--- config.mk ---
export PLATFORM = sky130hd
export DESIGN_NAME = slot_reservation_table
export DESIGN_NICKNAME = d
export VERILOG_FILES = /design/src/rtl/srt_pkg.sv /design/src/rtl/srt_table.sv /design/src/rtl/srt_cmp.sv /design/src/rtl/srt_seq.sv /design/src/rtl/slot_reservation_table.sv
export SDC_FILE = /design/constraint.sdc
export NUM_CORES = 1
export LEC_CHECK = 0
export BUFFER_PORTS_ARGS = -buffer_cell sky130_fd_sc_hd__buf_4
export CELL_PAD_IN_SITES_DETAIL_PLACEMENT = 1
export CELL_PAD_IN_SITES_GLOBAL_PLACEMENT = 2
export CORE_UTILIZATION = 40
export DETAILED_ROUTE_END_ITERATION = 8
export PLACE_DENSITY = 0.75
export SLEW_MARGIN = 5
export SYNTH_ARGS = -nofsm -noshare
export SYNTH_HDL_FRONTEND = slang
export SYNTH_SLANG_ARGS = --single-unit
--- constraint.sdc ---
create_clock -name clk -period 13.7 [get_ports clk]
set_input_delay 1.37 -clock clk [delete_from_list [all_inputs] [get_ports clk]]
set_output_delay 1.37 -clock clk [all_outputs]
set_load 0.01 [all_outputs]
--- src/rtl/srt_pkg.sv ---
// Shared constants and types for the slot reservation table.
`default_nettype none

package srt_pkg;

  localparam int TABLE_DEPTH = 16;
  localparam int IDX_W       = (TABLE_DEPTH > 1) ? $clog2(TABLE_DEPTH) : 1;
  localparam int TIME_W      = 16;
  localparam int OWNER_W     = 16;
  localparam int STATUS_W    = 3;

  localparam logic [IDX_W-1:0] LAST_IDX = IDX_W'(TABLE_DEPTH - 1);

  localparam logic ACT_REQUEST = 1'b0;
  localparam logic ACT_CANCEL  = 1'b1;

  localparam logic [STATUS_W-1:0] STATUS_ACCEPTED  = 3'd0;
  localparam logic [STATUS_W-1:0] STATUS_CONFLICT  = 3'd1;
  localparam logic [STATUS_W-1:0] STATUS_FULL      = 3'd2;
  localparam logic [STATUS_W-1:0] STATUS_CANCELLED = 3'd3;
  localparam logic [STATUS_W-1:0] STATUS_NOT_FOUND = 3'd4;

  typedef enum logic [2:0] {
    ST_IDLE   = 3'b001,
    ST_SCAN   = 3'b010,
    ST_FINISH = 3'b100
  } srt_state_t;

  // Commands from the sequencer to the table storage.
  typedef struct packed {
    logic             rd_en;
    logic [IDX_W-1:0] rd_addr;
    logic             wr_en;
    logic [IDX_W-1:0] wr_addr;
    logic             clr_en;
    logic [IDX_W-1:0] clr_addr;
  } srt_tbl_cmd_t;

  typedef struct packed {
    logic [STATUS_W-1:0] status;
    logic [OWNER_W-1:0]  clash_owner;
    logic [TIME_W-1:0]   clash_time;
  } srt_res_t;

endpackage

`default_nettype wire

--- src/rtl/srt_table.sv ---
// Entry storage: time and owner memories with registered reads, plus valid flags.
`default_nettype none

module srt_table (
  input  wire                           clk,
  input  wire                           rst_n,
  input  srt_pkg::srt_tbl_cmd_t         cmd,
  input  wire  [srt_pkg::TIME_W-1:0]    wr_time,
  input  wire  [srt_pkg::OWNER_W-1:0]   wr_owner,
  output logic [srt_pkg::TIME_W-1:0]    rd_time,
  output logic [srt_pkg::OWNER_W-1:0]   rd_owner,
  output logic [srt_pkg::TABLE_DEPTH-1:0] valid_vec
);
  import srt_pkg::*;

  logic [TIME_W-1:0]      time_mem  [TABLE_DEPTH];
  logic [OWNER_W-1:0]     owner_mem [TABLE_DEPTH];
  logic [TABLE_DEPTH-1:0] valid_r;
  logic [TABLE_DEPTH-1:0] valid_nxt;

  always_ff @(posedge clk) begin
    if (cmd.wr_en) begin
      time_mem[cmd.wr_addr]  <= wr_time;
      owner_mem[cmd.wr_addr] <= wr_owner;
    end
    if (cmd.rd_en) begin
      rd_time  <= time_mem[cmd.rd_addr];
      rd_owner <= owner_mem[cmd.rd_addr];
    end
  end

  always_comb begin
    valid_nxt = valid_r;
    if (cmd.wr_en) begin
      valid_nxt[cmd.wr_addr] = 1'b1;
    end
    if (cmd.clr_en) begin
      valid_nxt[cmd.clr_addr] = 1'b0;
    end
  end

  always_ff @(posedge clk) begin
    if (!rst_n) begin
      valid_r <= '0;
    end else begin
      valid_r <= valid_nxt;
    end
  end

  assign valid_vec = valid_r;

endmodule

`default_nettype wire

--- src/rtl/srt_cmp.sv ---
// Shared distance compare: flags when |a - b| is at most the given limit.
`default_nettype none

module srt_cmp (
  input  wire [srt_pkg::TIME_W-1:0] a,
  input  wire [srt_pkg::TIME_W-1:0] b,
  input  wire [srt_pkg::TIME_W-1:0] limit,
  output logic                      near
);
  import srt_pkg::*;

  logic [TIME_W-1:0] delta;

  always_comb begin
    delta = (a > b) ? (a - b) : (b - a);
    near  = (delta <= limit);
  end

endmodule

`default_nettype wire

--- src/rtl/srt_seq.sv ---
// Sequencer: walks the table one entry a cycle through the shared compare unit.
`default_nettype none

module srt_seq (
  input  wire                              clk,
  input  wire                              rst_n,
  input  wire                              start,
  input  wire                              in_action,
  input  wire  [srt_pkg::TIME_W-1:0]       in_time,
  input  wire  [srt_pkg::OWNER_W-1:0]      in_owner,
  input  wire  [srt_pkg::TIME_W-1:0]       min_gap,
  input  wire                              res_room,
  input  wire  [srt_pkg::TABLE_DEPTH-1:0]  valid_vec,
  input  wire  [srt_pkg::TIME_W-1:0]       rd_time,
  input  wire  [srt_pkg::OWNER_W-1:0]      rd_owner,
  output logic                             busy,
  output srt_pkg::srt_tbl_cmd_t            tbl_cmd,
  output logic [srt_pkg::TIME_W-1:0]       wr_time,
  output logic [srt_pkg::OWNER_W-1:0]      wr_owner,
  output logic                             res_valid,
  output srt_pkg::srt_res_t                res
);
  import srt_pkg::*;

  srt_state_t         state_r, state_nxt;
  logic               act_r, act_nxt;
  logic [TIME_W-1:0]  time_r, time_nxt;
  logic [OWNER_W-1:0] owner_r, owner_nxt;
  logic [IDX_W-1:0]   cnt_r, cnt_nxt;
  logic               issue_done_r, issue_done_nxt;
  logic               cmp_vld_r, cmp_vld_nxt;
  logic [IDX_W-1:0]   cmp_idx_r, cmp_idx_nxt;
  logic               hit_r, hit_nxt;
  logic [IDX_W-1:0]   hit_idx_r, hit_idx_nxt;
  logic               free_found_r, free_found_nxt;
  logic [IDX_W-1:0]   free_idx_r, free_idx_nxt;
  logic [OWNER_W-1:0] c_owner_r, c_owner_nxt;
  logic [TIME_W-1:0]  c_time_r, c_time_nxt;

  logic [TIME_W-1:0]  limit;
  logic               near;
  logic               vbit;

  // A cancel needs an exact match, which is a distance limit of zero.
  assign limit = (act_r == ACT_CANCEL) ? '0 : min_gap;

  srt_cmp u_cmp (
    .a     (rd_time),
    .b     (time_r),
    .limit (limit),
    .near  (near)
  );

  assign vbit     = valid_vec[cmp_idx_r];
  assign busy     = (state_r != ST_IDLE);
  assign wr_time  = time_r;
  assign wr_owner = owner_r;

  always_comb begin
    state_nxt      = state_r;
    act_nxt        = act_r;
    time_nxt       = time_r;
    owner_nxt      = owner_r;
    cnt_nxt        = cnt_r;
    issue_done_nxt = issue_done_r;
    cmp_vld_nxt    = 1'b0;
    cmp_idx_nxt    = cmp_idx_r;
    hit_nxt        = hit_r;
    hit_idx_nxt    = hit_idx_r;
    free_found_nxt = free_found_r;
    free_idx_nxt   = free_idx_r;
    c_owner_nxt    = c_owner_r;
    c_time_nxt     = c_time_r;
    tbl_cmd        = '0;
    res_valid      = 1'b0;
    res            = '0;

    unique case (state_r)
      ST_IDLE: begin
        if (start) begin
          act_nxt        = in_action;
          time_nxt       = in_time;
          owner_nxt      = in_owner;
          cnt_nxt        = '0;
          issue_done_nxt = 1'b0;
          hit_nxt        = 1'b0;
          free_found_nxt = 1'b0;
          state_nxt      = ST_SCAN;
        end
      end
      ST_SCAN: begin
        tbl_cmd.rd_en   = !issue_done_r;
        tbl_cmd.rd_addr = cnt_r;
        cmp_vld_nxt     = !issue_done_r;
        cmp_idx_nxt     = cnt_r;
        if (!issue_done_r) begin
          if (cnt_r == LAST_IDX) begin
            issue_done_nxt = 1'b1;
          end else begin
            cnt_nxt = cnt_r + 1'b1;
          end
        end
        // Read data comes back in the cycle after its address is issued.
        if (cmp_vld_r) begin
          if (vbit && near) begin
            hit_nxt     = 1'b1;
            hit_idx_nxt = cmp_idx_r;
            c_owner_nxt = rd_owner;
            c_time_nxt  = rd_time;
            state_nxt   = ST_FINISH;
          end else begin
            if (!vbit && !free_found_r) begin
              free_found_nxt = 1'b1;
              free_idx_nxt   = cmp_idx_r;
            end
            if (cmp_idx_r == LAST_IDX) begin
              state_nxt = ST_FINISH;
            end
          end
        end
      end
      ST_FINISH: begin
        if (res_room) begin
          res_valid = 1'b1;
          state_nxt = ST_IDLE;
          if (act_r == ACT_CANCEL) begin
            if (hit_r) begin
              res.status       = STATUS_CANCELLED;
              tbl_cmd.clr_en   = 1'b1;
              tbl_cmd.clr_addr = hit_idx_r;
            end else begin
              res.status = STATUS_NOT_FOUND;
            end
          end else if (hit_r) begin
            res.status      = STATUS_CONFLICT;
            res.clash_owner = c_owner_r;
            res.clash_time  = c_time_r;
          end else if (free_found_r) begin
            res.status      = STATUS_ACCEPTED;
            tbl_cmd.wr_en   = 1'b1;
            tbl_cmd.wr_addr = free_idx_r;
          end else begin
            res.status = STATUS_FULL;
          end
        end
      end
      default: begin
        state_nxt = ST_IDLE;
      end
    endcase
  end

  always_ff @(posedge clk) begin
    if (!rst_n) begin
      state_r   <= ST_IDLE;
      cmp_vld_r <= 1'b0;
    end else begin
      state_r   <= state_nxt;
      cmp_vld_r <= cmp_vld_nxt;
    end
  end

  always_ff @(posedge clk) begin
    act_r        <= act_nxt;
    time_r       <= time_nxt;
    owner_r      <= owner_nxt;
    cnt_r        <= cnt_nxt;
    issue_done_r <= issue_done_nxt;
    cmp_idx_r    <= cmp_idx_nxt;
    hit_r        <= hit_nxt;
    hit_idx_r    <= hit_idx_nxt;
    free_found_r <= free_found_nxt;
    free_idx_r   <= free_idx_nxt;
    c_owner_r    <= c_owner_nxt;
    c_time_r     <= c_time_nxt;
  end

endmodule

`default_nettype wire

--- src/rtl/slot_reservation_table.sv ---
// Top level of the slot reservation table: channels, gap register and result register.
//
// The block keeps up to TABLE_DEPTH reserved times, each with an owner id.
// Input beats (in_valid / in_stall) carry an action, a slot time and an owner.
// A request is admitted into the lowest free slot only when every stored time
// lies more than min_gap away; otherwise the lowest conflicting entry is
// reported, or a full status is given when no slot is free. A cancel removes
// the entry whose time matches exactly.
// Each input beat yields exactly one result beat (out_valid / out_stall).
// The min_gap register is written through cfg_valid / cfg_ready / cfg_min_gap
// and should only change while the block is idle; cfg_ready is always high.
// Each item walks the table one entry per cycle through a single
// compare unit and a registered memory read; the walk ends early when a
// conflict or a cancel match is found. in_stall stays high during that
// walk and until the result is passed on, so the block takes no new item
// before it is through with the current one.
// A finished result sits in an output register; if the receiver stalls, the
// block still accepts the next item and only holds its final step until the
// register frees. Synchronous reset empties the table and clears min_gap.

`default_nettype none

module slot_reservation_table (
  input  wire                              clk,
  input  wire                              rst_n,
  input  wire                              cfg_valid,
  output logic                             cfg_ready,
  input  wire  [srt_pkg::TIME_W-1:0]       cfg_min_gap,
  input  wire                              in_valid,
  output logic                             in_stall,
  input  wire                              in_action,
  input  wire  [srt_pkg::TIME_W-1:0]       in_slot_time,
  input  wire  [srt_pkg::OWNER_W-1:0]      in_owner_id,
  output logic                             out_valid,
  input  wire                              out_stall,
  output logic [srt_pkg::STATUS_W-1:0]     out_status,
  output logic [srt_pkg::OWNER_W-1:0]      out_clash_owner,
  output logic [srt_pkg::TIME_W-1:0]       out_clash_time
);
  import srt_pkg::*;

  logic [TIME_W-1:0]      min_gap_r;
  logic                   out_valid_r;
  srt_res_t               out_res_r;

  logic                   busy;
  logic                   start;
  logic                   res_room;
  logic                   res_valid;
  srt_res_t               res;
  srt_tbl_cmd_t           tbl_cmd;
  logic [TIME_W-1:0]      wr_time;
  logic [OWNER_W-1:0]     wr_owner;
  logic [TIME_W-1:0]      rd_time;
  logic [OWNER_W-1:0]     rd_owner;
  logic [TABLE_DEPTH-1:0] valid_vec;

  assign cfg_ready = 1'b1;
  assign in_stall  = busy;
  assign start     = in_valid && !busy;

  // The output register can take a new beat when empty or being drained.
  assign res_room  = !out_valid_r || !out_stall;

  always_ff @(posedge clk) begin
    if (!rst_n) begin
      min_gap_r <= '0;
    end else if (cfg_valid && cfg_ready) begin
      min_gap_r <= cfg_min_gap;
    end
  end

  always_ff @(posedge clk) begin
    if (!rst_n) begin
      out_valid_r <= 1'b0;
    end else if (res_valid) begin
      out_valid_r <= 1'b1;
    end else if (!out_stall) begin
      out_valid_r <= 1'b0;
    end
  end

  always_ff @(posedge clk) begin
    if (res_valid) begin
      out_res_r <= res;
    end
  end

  assign out_valid       = out_valid_r;
  assign out_status      = out_res_r.status;
  assign out_clash_owner = out_res_r.clash_owner;
  assign out_clash_time  = out_res_r.clash_time;

  srt_seq u_seq (
    .clk       (clk),
    .rst_n     (rst_n),
    .start     (start),
    .in_action (in_action),
    .in_time   (in_slot_time),
    .in_owner  (in_owner_id),
    .min_gap   (min_gap_r),
    .res_room  (res_room),
    .valid_vec (valid_vec),
    .rd_time   (rd_time),
    .rd_owner  (rd_owner),
    .busy      (busy),
    .tbl_cmd   (tbl_cmd),
    .wr_time   (wr_time),
    .wr_owner  (wr_owner),
    .res_valid (res_valid),
    .res       (res)
  );

  srt_table u_table (
    .clk       (clk),
    .rst_n     (rst_n),
    .cmd       (tbl_cmd),
    .wr_time   (wr_time),
    .wr_owner  (wr_owner),
    .rd_time   (rd_time),
    .rd_owner  (rd_owner),
    .valid_vec (valid_vec)
  );

endmodule

`default_nettype wire

# Word level (Yosys, flattened, before mapping)
# Memories as Yosys holds them, arrays and structs flattened. A register that Yosys moved wholly into a read port is not among the register bits.
# Cells that the tools add are included.
totals:
  reg_bits: 156
  ram_bits: 512
  out_inout_bits: 38
  n_memories: 2
memory_table:
  columns: ["memory", "words", "word_bits", "read_ports", "rd_ports_with_merged_regs", "wr", "line", "text"]
  rows:
  - ["u_table.owner_mem", 16, 16, 1, 1, 1, "srt_table.sv:17", "logic [OWNER_W-1:0] owner_mem [TABLE_DEPTH];"]
  - ["u_table.time_mem", 16, 16, 1, 1, 1, "srt_table.sv:16", "logic [TIME_W-1:0] time_mem [TABLE_DEPTH];"]
op_classes:
  addsub: 3
  n_lt_le_gt_ge: 7
  n_eq_ne: 16
  muxes: 49
  bitwise_logic: 7
  reduce_logical: 24
op_table:
  columns: ["cell", "n"]
  rows:
  - ["2-to-1 mux 16 bit", 4]
  - ["subtractor 16 bit", 2]
  - ["2-to-1 mux 5 bit", 6]
  - ["2-to-1 mux 3 bit", 7]
  - ["2-to-1 mux 10 bit", 2]
  - ["2-to-1 mux 1 bit", 17]
  - ["AND 16 bit", 1]
  - ["> comparator 16 bit", 1]
  - ["<= comparator 16 bit", 1]
  - ["NOT 16 bit", 1]
  - ["bitwise OR 16 bit", 1]
  - ["AND reduction 4 bit", 4]
  - ["less-than comparator 4 x 5 -> 1 bit, second input constant", 3]
  - ["2-to-1 mux 4 bit", 3]
  - ["inequality test 2 bit, second input constant", 5]
  - ["one-hot mux 3 bit (3 select lines)", 1]
  - ["demux 1 bit (select 4 bit)", 2]
  - ["== test 4 bit, second input constant", 2]
  - ["greater-or-equal comparator 4 x 1 -> 1 bit, second input constant", 2]
  - ["inequality test 2 x 1 -> 1 bit, second input constant", 4]
  - ["one-hot mux 4 bit (2 select lines)", 1]
  - ["AND reduction 2 bit", 4]
  - ["logical NOT 1 bit", 6]
  - ["inequality test 3 x 1 -> 1 bit, second input constant", 2]
  - ["other kinds (14)", 24]

# Depth between registers and ports, before layout
# Gate-level depths: netlist of the first run.
logic_depth:
  ltp_word: 13
  mapped_depth: 20

# Hierarchy
# From an unflattened synthesis of the first run, not the netlist that was laid out.
unflattened:
  hier_cells: 1483
  hier_area_um2: 27956.8
by_module_without_submodules:
  columns: ["module", "n_inst", "cells_each", "area_each_um2"]
  rows:
  - ["srt_table", 1, 880, 20716.1]
  - ["srt_seq", 1, 232, 3555.9]
  - ["srt_cmp", 1, 278, 1965.6]
  - ["slot_reservation_table", 1, 93, 1719.1]

# Least setup slack after synthesis of the first run
# No wires, ideal clock.
synth_timing:
  kind: "register -> register"
  from: "reg u_seq.time_r[8], in the netlist u_seq.wr_time[8]"
  to: "reg u_seq.c_owner_r[0], enable pin"
  arrival_time_ns: 4.942
  setup_slack_ns: 8.329
  stages_incl_launch_ff: 17
  cell_sequence: "edfxtp_1 ha_1 buf_4 nand4_4 nor4_4 a32o_2 o32ai_2 buf_6 a211oi_1 a21oi_1 xor2_1 ha_1 nand2_1 or4_1 nor3_1 o21ai_1 nor2_1"
synth_between:
  elab_chain_len: 5
  elab_cells_between_ends: 7
  classes_between: "add/sub (2); order compare (2); mux (1); reduce/logical (2)"
synth_lines:
  columns: ["item", "line", "text"]
  rows:
  - ["start, declared", "srt_seq.sv:27", "logic [TIME_W-1:0] time_r, time_nxt;"]
  - ["start signal, assigned", "srt_seq.sv:165", "time_r <= time_nxt;"]
  - ["subtractor 16 bit / > comparator 16 bit (equally long branches)", "srt_cmp.sv:15", "delta = (a > b) ? (a - b) : (b - a);"]
  - ["2-to-1 mux 16 bit (*)", "srt_cmp.sv:15", null]
  - ["<= comparator 16 bit (*)", "srt_cmp.sv:16", "near = (delta <= limit);"]
  - ["logical AND 1 bit (*)", "srt_seq.sv:105", "if (vbit && near) begin"]
  - ["AND reduction 3 bit (no line) (*)", null, null]
  - ["end signal, assigned", "srt_seq.sv:174", "c_owner_r <= c_owner_nxt;"]
  - ["end, declared", "srt_seq.sv:37", "logic [OWNER_W-1:0] c_owner_r, c_owner_nxt;"]
# Mark *: on every way between the ends. The rest lies on a longest branch, timed or not.
# A chain may end at the register's enable or synchronous reset.

# Final worst setup path of the first run
layout_timing:
  from: "reg u_seq.time_r[9], in the netlist u_seq.wr_time[9]"
  to: "reg u_seq.c_time_r[8], enable pin"
layout_between:
  elab_chain_len: 5
  elab_cells_between_ends: 7
  classes_between: "add/sub (2); order compare (2); mux (1); reduce/logical (2)"
layout_lines:
  columns: ["item", "line", "text"]
  rows:
  - ["subtractor 16 bit / > comparator 16 bit (equally long branches)", "srt_cmp.sv:15", null]
  - ["2-to-1 mux 16 bit (*)", "srt_cmp.sv:15", null]
  - ["<= comparator 16 bit (*)", "srt_cmp.sv:16", null]
  - ["logical AND 1 bit (*)", "srt_seq.sv:105", null]
  - ["AND reduction 3 bit (no line) (*)", null, null]
  - ["end signal, assigned", "srt_seq.sv:175", "c_time_r <= c_time_nxt;"]
  - ["end, declared", "srt_seq.sv:38", "logic [TIME_W-1:0] c_time_r, c_time_nxt;"]
# Marked as above.

==> impl_metrics.csv, run 1 <==
group,metric,value,unit
detailed_routing,finalWirelength,81.78,mm
place,dp.cells,2851,
timing,slew_headroom,0.3202,
critical_path,cp.buffers_inverters,2,
detailed_routing,vias,17000,
critical_path,cp_slowest_cell,"ha_1",
critical_path,crit_path_cell_trace,"ha_1, nand4_4, nor4_4, a32o_2, o32ai_2, buf_4, a211oi_1, a31oi_1, xor2_1, ha_1, nand4_1, or4_1, nor3_1, o21ai_1, nor2_4, buf_4",
grt,grt_first_pass_wirelength,119.7,mm
yosys,ys_ff_latch,700,
critical_path,worst-r2r-cell-count,16,
place,gp_congestion,0.8638,
yosys,synth_nets,1993,
run_status,status,"finished clean",
clock_network,root_buffer,"clkbuf_16",
timing,layout_setup_ws,8011,ps
layout,final_cells,2991,
timing,rsz0062_at_grt,"no",
timing,fin_crit,5689,ps
detailed_routing,drt_iter0_drc,1445,
critical_path,cp.required,13950,ps
clock_network,clk_latency,640,ps
place,io_buffer_count,90,
layout,mostFrequentLayoutCell,"edfxtp_1",
critical_path,rr_startpoint,"u_seq.wr_time[9]",
floorplan,die_h,272.5,um
timing,drv_slew,0,
timing,finalHoldViolations,0,
yosys,synth_edf_count,663,
hold_path,min_from,"u_table.rd_owner[5]",
timing,finalClockSkew,37.49,ps
place,hpwl,44.48,mm
yosys,ys_warn_count,0,
detailed_routing,drt_pre_antenna_iters,6,
hold_path,hold_depth,0,
hold_path,hold_path.class,"reg -> reg",
yosys,postSynthAreaPerCell,15.49,um2
power,cellPowerDensity,139.9,nW/um2
clock_network,post_cts_buffers,0,
critical_path,setup.worst_path.start_class,"flip-flop",
yosys,synth_cells,1889,
yosys,synthArstFlopShare,0,
floorplan,start_util,0.4066,
place,place_ws,8025,ps
grt,antenna_found_initial,1,
floorplan,ioPinCount,92,
power,p_total,4.685,mW
floorplan,dieWidth,272.5,um
timing,finalSetupTns,0,ps
detailed_routing,drc,0,
yosys,yosysSeqAreaShare,0.7057,
clock_network,cts_buffers,77,
critical_path,critPathArrivalTime,5940,ps
layout,drive_above_1_share,0.2024,
detailed_routing,via_per_inst,5.684,
critical_path,path_class,"reg -> reg",
yosys,mappedNetlistArea,29260,um2
timing,timing_worst_slew_pin_value,1020,ps
layout,mostFrequentLayoutCells,"663 x edfxtp_1, 132 x a21oi_1, 124 x buf_4",
critical_path,rrSetupSlack,8010,ps
yosys,ys.flop_type,"edfxtp_1",
critical_path,critPathCaptureType,"flip-flop",
clock_network,cts_tree,"yes",
layout,antenna_cells,0,
floorplan,die-area,74240,um2
run,maxCapViolations,0,
power,p_leak,11.75,nW
hold_path,hold_end,"u_seq.c_owner_r[5]",
clock_network,clkSlewWorstSetupHoldPaths,60,ps
critical_path,critPathMaxStageDelay,680,ps
clock_network,clock_sinks,700,
clock_network,cts_resized,0,
clock_network,cts_hold_buf,0,
detailed_routing,antenna_left,0,
layout,syn2layout_area_growth,14.39,%
critical_path,cp_top_family,"simple AND/OR/NAND/NOR gates",
grt,grt.total_usage,0.2214,
floorplan,rows,98,
critical_path,cp_max_fo,23,
critical_path,critPathLaunch,"u_seq.wr_time[9]",
clock_network,cts.htree.levels,3,
layout,final_nets,2084,
grt,grt_pass1_vias,17990,
grt,grt_max_degree,136,
yosys,ys_types,75,
floorplan,coreArea,71980,um2
timing,period_share,0.4153,
timing,hold_ws,407.5,ps
clock_network,clockBufferDepth,3,
power,ir_drop,0.00008439,V
timing,max_freq,175.8,MHz
detailed_routing,avgRoutedWirePerCell,27.34,um
critical_path,worstReg2RegEnd,"u_seq.c_time_r[8]",
timing,setup_violations,0,
grt,gr-total-overflow,0,
## final cells by class
class	instances	area [um2]
Clock buffer	91	2009
Clock inverter	49	462.9
Fill cell	6917	38500
Inverter	45	171.4
Multi-Input combinational cell	1031	8041
Sequential cell	700	20650
Tap cell	950	1189
Timing Repair Buffer	125	950.9
## synth_stat cells, drive strengths merged, types with 35 or more instances
cell type,number,area [um2]
o21ai,149,745.7
nand2,66,252.7
a31oi,35,219.0
mux2i,92,920.9
and2,68,425.4
clkbuf,63,236.5
a21oi,133,676.9
ha,48,600.6
nor2b,51,319.1
edfxtp,663,19910
nor2,37,146.4
mux2,97,1092
dfxtp,37,740.7
inv,45,171.4
buf,50,307.8
o221ai,35,306.5
nand3,49,250.2
## where the power goes
part	switching [mW]	total [mW]	internal, mW
clock network	0.874	2.03	1.16
registers	0.0356	2.40	2.36
logic	0.155	0.259	0.104
## kinds of logic after synthesis
logic type / count (synthesis) / share of synthesized area
AOI/OAI and AO/OA: 412 / 0.08534
xor gates and xnor gates: 16 / 0.004789
adders and majority gates: 50 / 0.02189
buffers and inverters: 158 / 0.02446
DFF: 700 / 0.7057
muxes: 223 / 0.09496
other: 1 / 0.0001281
and+or+nand+nor: 329 / 0.06277
## how the worst max path moves through the flow
stage / endpoint / depth (start not counted)
after floorplan: u_seq.c_owner_r[0] / 16
after global placement: u_seq.c_time_r[9] / 17
after detailed placement: u_seq.c_time_r[12] / 16
after CTS: u_seq.c_time_r[8] / 16
after global routing: u_seq.c_time_r[8] / 16
final: u_seq.c_time_r[8] / 16
## metal layers
layer  wire length, um  vias up  track usage
met3              4100      127      0.03747
met2             40590      470       0.3779
met5                 0        -     0.001926
li1                  -     7489            -
met1             35280     8916       0.2888
met4              1799        0      0.06505
## registers in the layout, indices dropped and copies added, names as in the netlist, 3 cells and up
signal             flops
u_seq.wr_owner        16
u_seq.cnt_r            4
u_table.rd_owner      16
out_clash_owner       16
out_status             3
u_seq.c_owner_r       16
u_table.time_mem     256
u_seq.cmp_idx_r        4
u_table.rd_time       16
u_seq.free_idx_r       4
u_table.owner_mem    256
u_seq.c_time_r        16
min_gap_r             16
u_seq.state_r          3
u_seq.wr_time         16
out_clash_time        16
u_table.valid_vec     16
u_seq.hit_idx_r        4
## per-stage QoR
stage	utilization	area, um2
finish	0.4651	33470
global route	0.4651	33470
CTS	0.4651	33470
detailed placement	0.4307	31000
global placement	0.4307	31000
floorplan	-	29260
Power figures use the tool's default switching activity.
==> run 2, diff against run 1 <==
- PLACE_DENSITY: 0.75 -> 0.78
- clock period: 13.7 -> 4.95 ns (I/O delays scaled with it)
==> impl_metrics.csv, run 2 (synthesis gave the netlist of run 1 again) <==
group,metric,value,unit
timing,max_freq,217.6,MHz
detailed_routing,avgRoutedWirePerCell,26.22,um
run,maxCapViolations,0,
power,p_leak,11.98,nW
run_status,status,"finished clean",
place,dpl_cell_area,31320,um2
grt,grt_max_degree,137,
grt,grt.total_usage,0.2129,
clock_network,cts_hold_buf,0,
critical_path,cp.required,5250,ps
floorplan,die_h,272.5,um
critical_path,path_class,"reg -> reg",
hold_path,min_from,"in_owner_id[5]",
layout,final_nets,2114,
hold_path,hold_end,"u_seq.wr_owner[5]",
layout,syn2layout_area_growth,15.73,%
clock_network,clk_latency,630,ps
detailed_routing,antenna_left,0,
detailed_routing,drc,0,
power,ir_drop,0.0002256,V
timing,finalClockSkew,32.68,ps
place,io_buffer_count,90,
critical_path,rrSetupSlack,360,ps
power,cellPowerDensity,387.9,nW/um2
place,place_ws,254.8,ps
detailed_routing,vias,17080,
floorplan,start_util,0.4066,
layout,largestRegisters,"u_table.owner_mem: 256 flops, u_table.time_mem: 256 flops",
floorplan,coreArea,71980,um2
layout,n_fill_cell,6979,
clock_network,post_cts_buffers,0,
timing,finalHoldViolations,0,
layout,fin_util,0.4705,
grt,grt_pass1_vias,18160,
critical_path,cp_max_fo,24,
timing,layout_setup_ws,355.3,ps
detailed_routing,drt_iter0_drc,1281,
clock_network,cts_tree,"yes",
layout,drive_above_1_share,0.2141,
layout,final_area,33870,um2
detailed_routing,via_per_inst,5.656,
hold_path,hold_path.class,"in -> reg",
critical_path,worst-r2r-cell-count,19,
clock_network,clockBufferDepth,3,
clock_network,cts.htree.levels,3,
clock_network,clkSlewWorstSetupHoldPaths,60,ps
timing,drv_slew,0,
critical_path,critPathArrivalTime,4890,ps
clock_network,root_buffer,"clkbuf_16",
clock_network,cts_buffers,77,
layout,mostFrequentLayoutCells,"663 x edfxtp_1, 146 x buf_4, 131 x a21oi_1",
layout,seqCellArea,20650,um2
timing,fin_crit,4595,ps
grt,antenna_found_initial,2,
timing,timing_worst_slew_pin_value,1210,ps
critical_path,rr_startpoint,"u_table.rd_time[7]",
floorplan,die-area,74240,um2
timing,setup_violations,0,
critical_path,critPathCaptureType,"flip-flop",
timing,rsz0062_at_grt,"no",
hold_path,hold_depth,1,
floorplan,rows,98,
place,hpwl,46.18,mm
timing,hold_ws,36.93,ps
floorplan,dieWidth,272.5,um
critical_path,worstReg2RegEnd,"u_seq.c_owner_r[0]",
grt,gr-total-overflow,0,
grt,grt_first_pass_wirelength,117.2,mm
clock_network,cts_resized,0,
floorplan,ioPinCount,92,
layout,mostFrequentLayoutCell,"edfxtp_1",
detailed_routing,drt_pre_antenna_iters,6,
layout,multi_input_area,8039,um2
clock_network,clock_sinks,700,
timing,period_share,0.9282,
timing,finalSetupTns,0,ps
place,gp_congestion,0.8464,
timing,slew_headroom,0.1904,
critical_path,setup.worst_path.start_class,"flip-flop",
detailed_routing,finalWirelength,79.20,mm
run 2: layout make-up:
cell class	instances	share of cell area
well taps	950	0.03510
repair buffers	155	0.03768
multi-input cells	1031	0.2374
inverters	45	0.005062
flip-flops and latches	700	0.6097
clock buffers	95	0.06041
diodes	1	0.00007389
clock inverters	43	0.01456
run 2: worst max-delay path: stages, from the launching register on:
cell and delay [ps]:
edfxtp_1 390, inv_1 60, ha_1 350, buf_4 200
a21oi_1 270, o21ai_1 110, a21oi_1 240, o32ai_2 170
buf_4 180, a211oi_1 240, a31oi_1 90, xor2_1 170
ha_1 330, nand4_1 130, or4_1 450, nor3_1 240
o21ai_1 90, buf_4 190, nor2_4 120, buf_12 210
run 2: routing by layer:
metal  GRT usage  routed length, um  part of all wire  vias to the layer above
li1            -                  -                 -                     7547
met1      0.2815              34160              0.43                     8973
met2      0.3680              39900              0.50                      448
met3     0.02627               3478             0.044                      112
met4     0.06017               1659             0.021                        0
met5           0                  0                 0                        -
run 2: how the worst max path moves through the flow:
stage                  startpoint                   to  slack (ps)  cells past startpoint
4_1_cts          u_seq.wr_time[0]  u_seq.c_owner_r[12]         200                     19
3_3_place_gp     u_seq.wr_time[0]   u_seq.c_owner_r[6]         330                     19
3_5_place_dp     u_seq.wr_time[0]   u_seq.c_owner_r[6]         250                     19
6_report       u_table.rd_time[7]   u_seq.c_owner_r[0]         360                     19
5_1_grt        u_table.rd_time[8]  u_seq.c_owner_r[12]          80                     19
2_1_floorplan    u_seq.wr_time[8]   u_seq.c_owner_r[0]         170                     16
run 2: power by group:
group          leakage, nW  total (mW)  internal [mW]  switching, mW
clock network         1.25        5.76           3.38           2.38
registers             6.37        6.60           6.53         0.0663
logic                 4.36       0.775          0.308          0.467
run 2: stage by stage:
stage,std cells,power (mW)
floorplan,1889,7.215
global placement,2881,7.473
detailed placement,2881,7.499
CTS,3019,13.26
global route,3019,13.50
finish,3020,13.14
==> run 3, diff against run 2 <==
- clock period: 4.95 -> 3.9 ns (I/O delays scaled with it)
==> impl_metrics.csv, run 3 (synthesis gave the netlist of run 1 again) <==
group,metric,value,unit
floorplan,ioPinCount,92,
grt,grt_pass1_vias,19110,
timing,finalClockSkew,37.25,ps
layout,final_cells,3171,
layout,largestRegisters,"u_table.owner_mem: 256 flops, u_table.time_mem: 256 flops",
layout,n_fill_cell,6922,
floorplan,dieWidth,272.5,um
clock_network,clock_sinks,700,
floorplan,die-area,74240,um2
detailed_routing,drt_pre_antenna_iters,5,
grt,grt_max_degree,135,
critical_path,rr_startpoint,"u_seq.wr_time[14]",
timing,timing_worst_slew_pin_value,1042,ps
hold_path,min_from,"cfg_min_gap[6]",
timing,layout_setup_ws,-454.7,ps
run_status,failed_checks,"setup timing",
timing,setup_violations,39,
grt,grt_first_pass_wirelength,121.5,mm
place,dpl_cell_area,32200,um2
critical_path,rrSetupSlack,-450,ps
layout,final_nets,2269,
timing,finalHoldViolations,0,
critical_path,critPathArrivalTime,4720,ps
clock_network,cts_tree,"yes",
clock_network,cts_buffers,76,
critical_path,worstReg2RegEnd,"u_seq.c_time_r[7]",
layout,antenna_cells,0,
critical_path,cp_max_fo,17,
layout,mostFrequentLayoutCells,"663 x edfxtp_1, 245 x buf_4, 120 x a21oi_1",
layout,drive_above_1_share,0.2783,
timing,period_share,1.117,
power,ir_drop,0.0003575,V
clock_network,clk_latency,630,ps
detailed_routing,drt_iter0_drc,1377,
place,io_buffer_count,90,
hold_path,hold_end,"min_gap_r[6]",
place,hpwl,46.79,mm
detailed_routing,via_per_inst,5.603,
timing,fin_crit,4355,ps
place,gp_congestion,0.8612,
detailed_routing,finalWirelength,82.60,mm
clock_network,cts.htree.levels,3,
floorplan,start_util,0.4066,
floorplan,coreArea,71980,um2
power,p_total,16.70,mW
run,maxCapViolations,0,
grt,gr-total-overflow,0,
critical_path,worst-r2r-cell-count,20,
detailed_routing,antenna_left,0,
floorplan,rows,98,
critical_path,path_class,"reg -> reg",
detailed_routing,avgRoutedWirePerCell,26.05,um
critical_path,critPathCaptureType,"flip-flop",
layout,fin_util,0.4949,
timing,finalSetupTns,-15820,ps
hold_path,hold_depth,3,
detailed_routing,drc,0,
layout,seqCellArea,20650,um2
power,p_leak,12.76,nW
layout,mostFrequentLayoutCell,"edfxtp_1",
timing,max_freq,229.6,MHz
detailed_routing,vias,17770,
layout,final_area,35620,um2
timing,slew_headroom,0.3042,
critical_path,setup.worst_path.start_class,"flip-flop",
clock_network,root_buffer,"clkbuf_16",
floorplan,die_h,272.5,um
grt,antenna_found_initial,3,
run_status,status,"complete, but fails checks",
clock_network,clockBufferDepth,3,
layout,syn2layout_area_growth,21.73,%
grt,grt.total_usage,0.2209,
critical_path,cp.required,4260,ps
clock_network,clkSlewWorstSetupHoldPaths,60,ps
critical_path,critPathLaunch,"u_seq.wr_time[14]",
place,dp.cells,2975,
power,cellPowerDensity,468.9,nW/um2
timing,rsz0062_at_grt,"yes",
hold_path,hold_path.class,"in -> reg",
layout,multi_input_area,8419,um2
timing,drv_slew,0,
run 3: changes by cell type in the layout (fill, tap and decap cells not counted), moves of 10 or more:
cell / change
buf_4: +99
a21oi_1: -11
buf_12: +10
buf_6: +11
dlygate4sd3_1: +33
a21oi_2: +10
ha_4: +13
ha_1: -14
run 3: metrics by stage:
stage / hold WS (ps) / setup WS, ps
final: 44.25 / -454.7
after global routing: 28.62 / -586.9
after CTS: 11.78 / -327.6
after detailed placement: 407.9 / -399.9
after global placement: 400.6 / -356.6
after floorplan: 400.3 / -343.9
run 3: cell type report:
type	instances	share of cell area
Clock buffer	95	0.05683
Clock inverter	39	0.01170
Inverter	45	0.004882
Multi-Input combinational cell	1031	0.2364
Sequential cell	700	0.5797
Tap cell	950	0.03337
Timing Repair Buffer	311	0.07717
run 3: how the worst max path moves through the flow:
stage                                    end  slack [ps]  depth (start not counted)
final                      u_seq.c_time_r[7]        -450                         20
after floorplan           u_seq.c_owner_r[0]        -340                         16
after detailed placement  u_seq.c_owner_r[0]        -400                         16
after global placement    u_seq.c_owner_r[0]        -360                         19
after CTS                 u_seq.c_time_r[13]        -330                         19
after global routing      u_seq.c_owner_r[7]        -590                         16
run 3: metal layers:
metal  up-vias  track usage  part of all wire
li1       7856            -                 -
met1      9214       0.2855              0.42
met2       537       0.3764              0.50
met3       157      0.03641             0.053
met4         4      0.07451             0.029
met5         -     0.002567           0.00033
run 3: critical path, stage by stage, from the launching register on:
cell and delay (ps):
edfxtp_1 420, buf_4 220, inv_1 90, ha_1 200
o21ai_0 110, a32o_2 270, buf_4 130, buf_4 130
buf_4 130, a211oi_2 230, a21oi_2 70, buf_4 150
xnor2_2 140, ha_1 300, nand4_1 70, or4_4 520
o221a_4 290, o21ai_4 200, nor2_4 90, buf_6 150
clkbuf_16 160
run 3: power by group:
group          switching, mW  internal (mW)
clock                   3.01           4.10
combinational          0.669          0.548
sequential            0.0887           8.29
run 3: repair_timing:
item | 4_1_cts | 5_1_grt
cloned | 2 | 3
pin swaps | 15 | 22
hold buffers | 33 | 0
setup buffers | 18 | 8
resized for setup | 40 | 35
setup endpoints to repair | 39 | 39
endpoints found under the hold margin | 33 | 0
